===== src/hdl/she_pkg.sv =====
// shared types and constants for the symbol histogram entropy block
// no dependencies; imported by every module of the block
`default_nettype none

package she_pkg;

  localparam int SYMBOL_BITS   = 8;
  localparam int COUNT_BITS    = 32;
  localparam int FRAC_BITS     = 16;
  localparam int NUM_BINS      = 1 << SYMBOL_BITS;
  localparam int MANT_FRAC     = 30;
  localparam int MANT_BITS     = MANT_FRAC + 1;
  localparam int LOG_INT_BITS  = $clog2(COUNT_BITS);
  localparam int LOG_BITS      = LOG_INT_BITS + FRAC_BITS;
  localparam int ITER_BITS     = $clog2(FRAC_BITS);
  localparam int SUM_BITS      = 64;
  localparam int PROD_BITS     = COUNT_BITS + LOG_BITS;
  localparam int DIV_CNT_BITS  = $clog2(SUM_BITS);
  localparam int ENT_BITS      = 20;
  localparam int SYM_PORT_BITS = 8;
  localparam int TOTAL_BITS    = 32;
  localparam int OUT_DATA_BITS = ((ENT_BITS + TOTAL_BITS + 7) / 8) * 8;

  localparam logic [COUNT_BITS-1:0] COUNT_MAX = {COUNT_BITS{1'b1}};
  localparam logic [LOG_BITS-1:0]   ENT_MAX   = LOG_BITS'(SYMBOL_BITS << FRAC_BITS);

  // commands from the controller to the datapath
  typedef struct packed {
    logic accept;     // capture item, count it, read its bin
    logic upd;        // write back incremented bin
    logic walk_clr;   // bin index to zero
    logic bin_next;   // bin index plus one
    logic walk_take;  // latch the bin count just read
    logic log_bin;    // start log2 on the bin count just read
    logic log_n;      // start log2 on the frame total
    logic mul;        // count times log2
    logic acc;        // add product into the sum
    logic logn_take;  // keep log2 of the total
    logic div_start;  // start sum / total
    logic finish;     // load result and clear the frame
  } cmd_t;

  // status back to the controller
  typedef struct packed {
    logic last;       // captured item ends the frame
    logic c_zero;     // bin count just read is zero
    logic bin_last;   // bin index at the final bin
    logic log_done;
    logic div_done;
    logic out_full;   // result register still waits to be taken
  } sts_t;

endpackage

`default_nettype wire


===== src/hdl/she_ctrl.sv =====
// controller: counting phase, bin walk, log of total, divide, result load
// depends on she_pkg
`default_nettype none

module she_ctrl (
  input  logic          clk_i,
  input  logic          rst_ni,
  input  logic          in_valid_i,
  output logic          in_ready_o,
  output she_pkg::cmd_t cmd_o,
  input  she_pkg::sts_t sts_i
);
  import she_pkg::*;

  typedef enum logic [3:0] {
    S_IDLE, S_UPD, S_WRD, S_WTAKE, S_LOGB, S_MUL, S_ACC, S_LOGN, S_DIV, S_FIN
  } state_e;

  state_e state_q, state_d;
  cmd_t   cmd;

  assign in_ready_o = (state_q == S_IDLE);

  always_comb begin
    cmd     = '0;
    state_d = state_q;
    unique case (state_q)
      S_IDLE: begin
        if (in_valid_i) begin
          cmd.accept = 1'b1;
          state_d    = S_UPD;
        end
      end
      S_UPD: begin
        cmd.upd = 1'b1;
        if (sts_i.last) begin
          cmd.walk_clr = 1'b1;
          state_d      = S_WRD;
        end else begin
          state_d = S_IDLE;
        end
      end
      S_WRD: state_d = S_WTAKE;
      S_WTAKE: begin
        cmd.walk_take = 1'b1;
        priority if (!sts_i.c_zero) begin
          cmd.log_bin = 1'b1;
          state_d     = S_LOGB;
        end else if (sts_i.bin_last) begin
          cmd.log_n = 1'b1;
          state_d   = S_LOGN;
        end else begin
          cmd.bin_next = 1'b1;
          state_d      = S_WRD;
        end
      end
      S_LOGB: if (sts_i.log_done) state_d = S_MUL;
      S_MUL: begin
        cmd.mul = 1'b1;
        state_d = S_ACC;
      end
      S_ACC: begin
        cmd.acc = 1'b1;
        if (sts_i.bin_last) begin
          cmd.log_n = 1'b1;
          state_d   = S_LOGN;
        end else begin
          cmd.bin_next = 1'b1;
          state_d      = S_WRD;
        end
      end
      S_LOGN: begin
        if (sts_i.log_done) begin
          cmd.logn_take = 1'b1;
          cmd.div_start = 1'b1;
          state_d       = S_DIV;
        end
      end
      S_DIV: if (sts_i.div_done) state_d = S_FIN;
      S_FIN: begin
        if (!sts_i.out_full) begin
          cmd.finish = 1'b1;
          state_d    = S_IDLE;
        end
      end
      default: state_d = S_IDLE;
    endcase
  end

  assign cmd_o = cmd;

  always_ff @(posedge clk_i or negedge rst_ni) begin
    if (!rst_ni) begin
      state_q <= S_IDLE;
    end else begin
      state_q <= state_d;
    end
  end

endmodule

`default_nettype wire


===== config.mk =====
export PLATFORM = sky130hd
export DESIGN_NAME = she_ctrl
export DESIGN_NICKNAME = d
export VERILOG_FILES = /design/src/hdl/she_pkg.sv /design/src/hdl/she_ctrl.sv
export SDC_FILE = /design/constraint.sdc
export NUM_CORES = 1
export LEC_CHECK = 0
export BUFFER_PORTS_ARGS = -buffer_cell sky130_fd_sc_hd__buf_2
export CAP_MARGIN = 25
export CORE_AREA = 2 2 39 41
export CTS_CLUSTER_DIAMETER = 30
export CTS_CLUSTER_SIZE = 40
export DETAILED_ROUTE_END_ITERATION = 10
export DIE_AREA = 0 0 41 43
export MAX_ROUTING_LAYER = met4
export SYNTH_ARGS = -nofsm -noshare
export SYNTH_HDL_FRONTEND = slang
export SYNTH_SLANG_ARGS = --single-unit

===== constraint.sdc =====
create_clock -name clk_i -period 1.1 [get_ports clk_i]
set_input_delay 0.11 -clock clk_i [delete_from_list [all_inputs] [get_ports clk_i]]
set_output_delay 0.11 -clock clk_i [all_outputs]
set_load 0.02 [all_outputs]

==> flow_summary.toml <==
[worst_setup_path]
path_delay_family = "flip-flops"
end_kind = "output port"
worst_ep_arrival_time_ns = 1.36
critPathKind = "register to output port"
crit_path_max_fanout = 7
crit_path_top_delay_cell = "dfrtp_2"
max_stage_delay_ns = 0.48
cp_cell_sequence = "mux2i_4 -> nor4b_4 -> buf_4"
worst_setup_path_start_kind = "register"
crit_required_ns = 0.99
critPathBufInv = 1

[cts]
cts-root-buf = "clkbuf_4"
tritoncts = "done"
htree_num_levels = 1
clock-sinks = 4
clk_pin_slew_ns = 0.04
clockBufferDepth = 2
cts_buffers = 3
insertion_delay_ns = 0.23

[place]
place_congestion = 0.745
dpl.hpwl_um = 1040
post-place-cells = 99
io_buffers = 21
dpl_worst_slack_ns = -0.262

[die]
die_h_um = 43
die_area_um2 = 1760
floorplan.core_area_um2 = 1380
ios = 22
initial_utilization = 0.316
fp.dieW_um = 41
rows = 14

[job]
max_cap_viol_count = 0

[layout]
instances_no_fill = 117
largest_register_ffs = 4
area_growth_pct = 142
drive_gt1_frac = 0.812
nNetsFinal = 112
fin_util = 0.764
top_register = "state_q"
n_fill_cell = 75
reg_top3 = "state_q: 4 flops"
antenna_cells = 0

[detailed_routing]
first_iter_violations = 2
ant_nets = 0
drc = 0
wire_per_inst_um = 17.5
drtPass1Iterations = 4
viasPerCell = 5.48
via_count = 641
wl_um = 2050

[outcome]
violations = "setup timing"
outcome = "complete, but fails checks"

[global_route]
grt.overflow.total = 0
antenna_found_initial = 0
track_usage = 0.239
grt_max_degree = 8
grt_first_pass_wirelength_um = 2760
grt_pass1_vias = 627

[logic_synthesis]
synthesis.area_um2 = 437
yosysTopAreaCellShare = 0.229
yosysTopAreaCell = "dfrtp_1"
async_reset_ff_frac = 1.00
synth-edff-count = 0
synth_flop_cell = "dfrtp_1"
synthTopCellsByArea = "dfrtp_1, buf_4, nor2_1, nor3_1, nand2_1"
syn_inst = 55
synth_seq_cells = 4
seq_area_frac_synth = 0.229
ys_types = 30
synth_nets = 64
synth.avg_cell_area_um2 = 7.94
synth_warnings = 0

[sta]
whs_ns = 0.178
post-route-min-period_ns = 1.47
fin_ws_ns = -0.374
skew_ns = 0.00273
period_share = 1.34
slew_viol_final = 0
finalSetupViolCount = 17
tightest_slew_ns = 0.364
slew_headroom = 0.755
hold_violations = 0
fmax_ghz = 0.679
setup_tns_ns = -4.67
rsz0062_at_grt = "true"

[min_path]
hold_path_class = "input port to register"

[power_and_ir_drop]
peakVddDrop_mv = 1.31
power.density_nw_per_um2 = 2960
p_leak_nw = 0.462
[placed cells by master, fill, tap and decap left out, drive strengths merged, types with 2 or more instances in the layout]
master   n
a21oi    3
and2     2
buf     47
clkbuf   3
dfrtp    4
inv      3
nand2    5
nand2b   2
nand3    2
nor2     6
nor2b    2
nor3     5
nor4     2
[metrics by stage]
step	area, µm²	power, mW
after detailed placement	686	1.83
after global placement	686	1.83
after global routing	1060	3.27
after floorplan	519	1.40
final	1060	3.13
after CTS	957	2.73
[cells in the mapped netlist, types with 2 or more instances]
| cell type | number |
|---|---|
| dfrtp_1 | 4 |
| nand3_1 | 2 |
| a21oi_1 | 3 |
| nor2b_1 | 2 |
| nor2_1 | 6 |
| nand2b_1 | 2 |
| inv_1 | 3 |
| and2_1 | 2 |
| nand2_1 | 5 |
| buf_4 | 3 |
| nor3_1 | 4 |
[worst register-to-register path, delay by kind of cell (launching register included)]
kind / cells / cell delay (ns)
AO/OA/AOI/OAI: 3 / 0.49
XOR/XNOR: 1 / 0.15
buffers and inverters: 2 / 0.26
flip-flops: 1 / 0.43
[where the power goes]
| group | leakage (nW) | switching (mW) | internal, mW | total, mW |
|---|---|---|---|---|
| Clock | 0.0138 | 0.0611 | 0.122 | 0.183 |
| Combinational | 0.403 | 1.26 | 1.33 | 2.59 |
| Sequential | 0.0447 | 0.134 | 0.225 | 0.359 |
[cell families (layout without fill, tap and decap cells)]
logic type	after synthesis	in the layout	synth area share
and+or+nand+nor	30	30	0.404
AOI/OAI and AO/OA	11	11	0.209
buffers and inverters	8	54	0.115
DFF	4	4	0.229
xor gates and xnor gates	1	1	0.0201
muxes	1	1	0.0229
[layout make-up]
type / count / area [µm²] / area share
Inverter: 3 / 16.3 / 0.0154
Clock buffer: 3 / 22.5 / 0.0213
Tap cell: 16 / 20.0 / 0.0189
Sequential cell: 4 / 105 / 0.0994
Timing Repair Buffer: 48 / 414 / 0.392
Multi-Input combinational cell: 43 / 479 / 0.453
[metal layers]
metal  vias up  wire length, µm  GRT usage
met3         2               63     0.0419
met4         0               19      0.107
met1       316              858      0.265
met5         -                0          -
met2        29             1110      0.394
li1        294                -          -
[worst paths after layout]
kind	start	end	slack, ns	cells past startpoint
worst max-delay path	state_q[2]	cmd_o[8]	-0.37	3
worst min-delay path	sts_i[1]	state_q[0]	0.18	3
worst max register to register	state_q[0]	state_q[0]	-0.37	6
worst min register to register	state_q[0]	state_q[0]	0.77	3
max in group asynchronous	rst_ni	state_q[2]	0.76	2
min in group asynchronous	rst_ni	state_q[3]	0.20	2
[repair_timing]
action	in CTS	in global routing
hold endpoints to repair	4	0
setup endpoints to repair	17	17
hold buffers	1	0
pin swaps	5	3
buffers inserted	12	3
gates resized for setup	44	19
No activity file was read; power rests on OpenSTA's default activity.
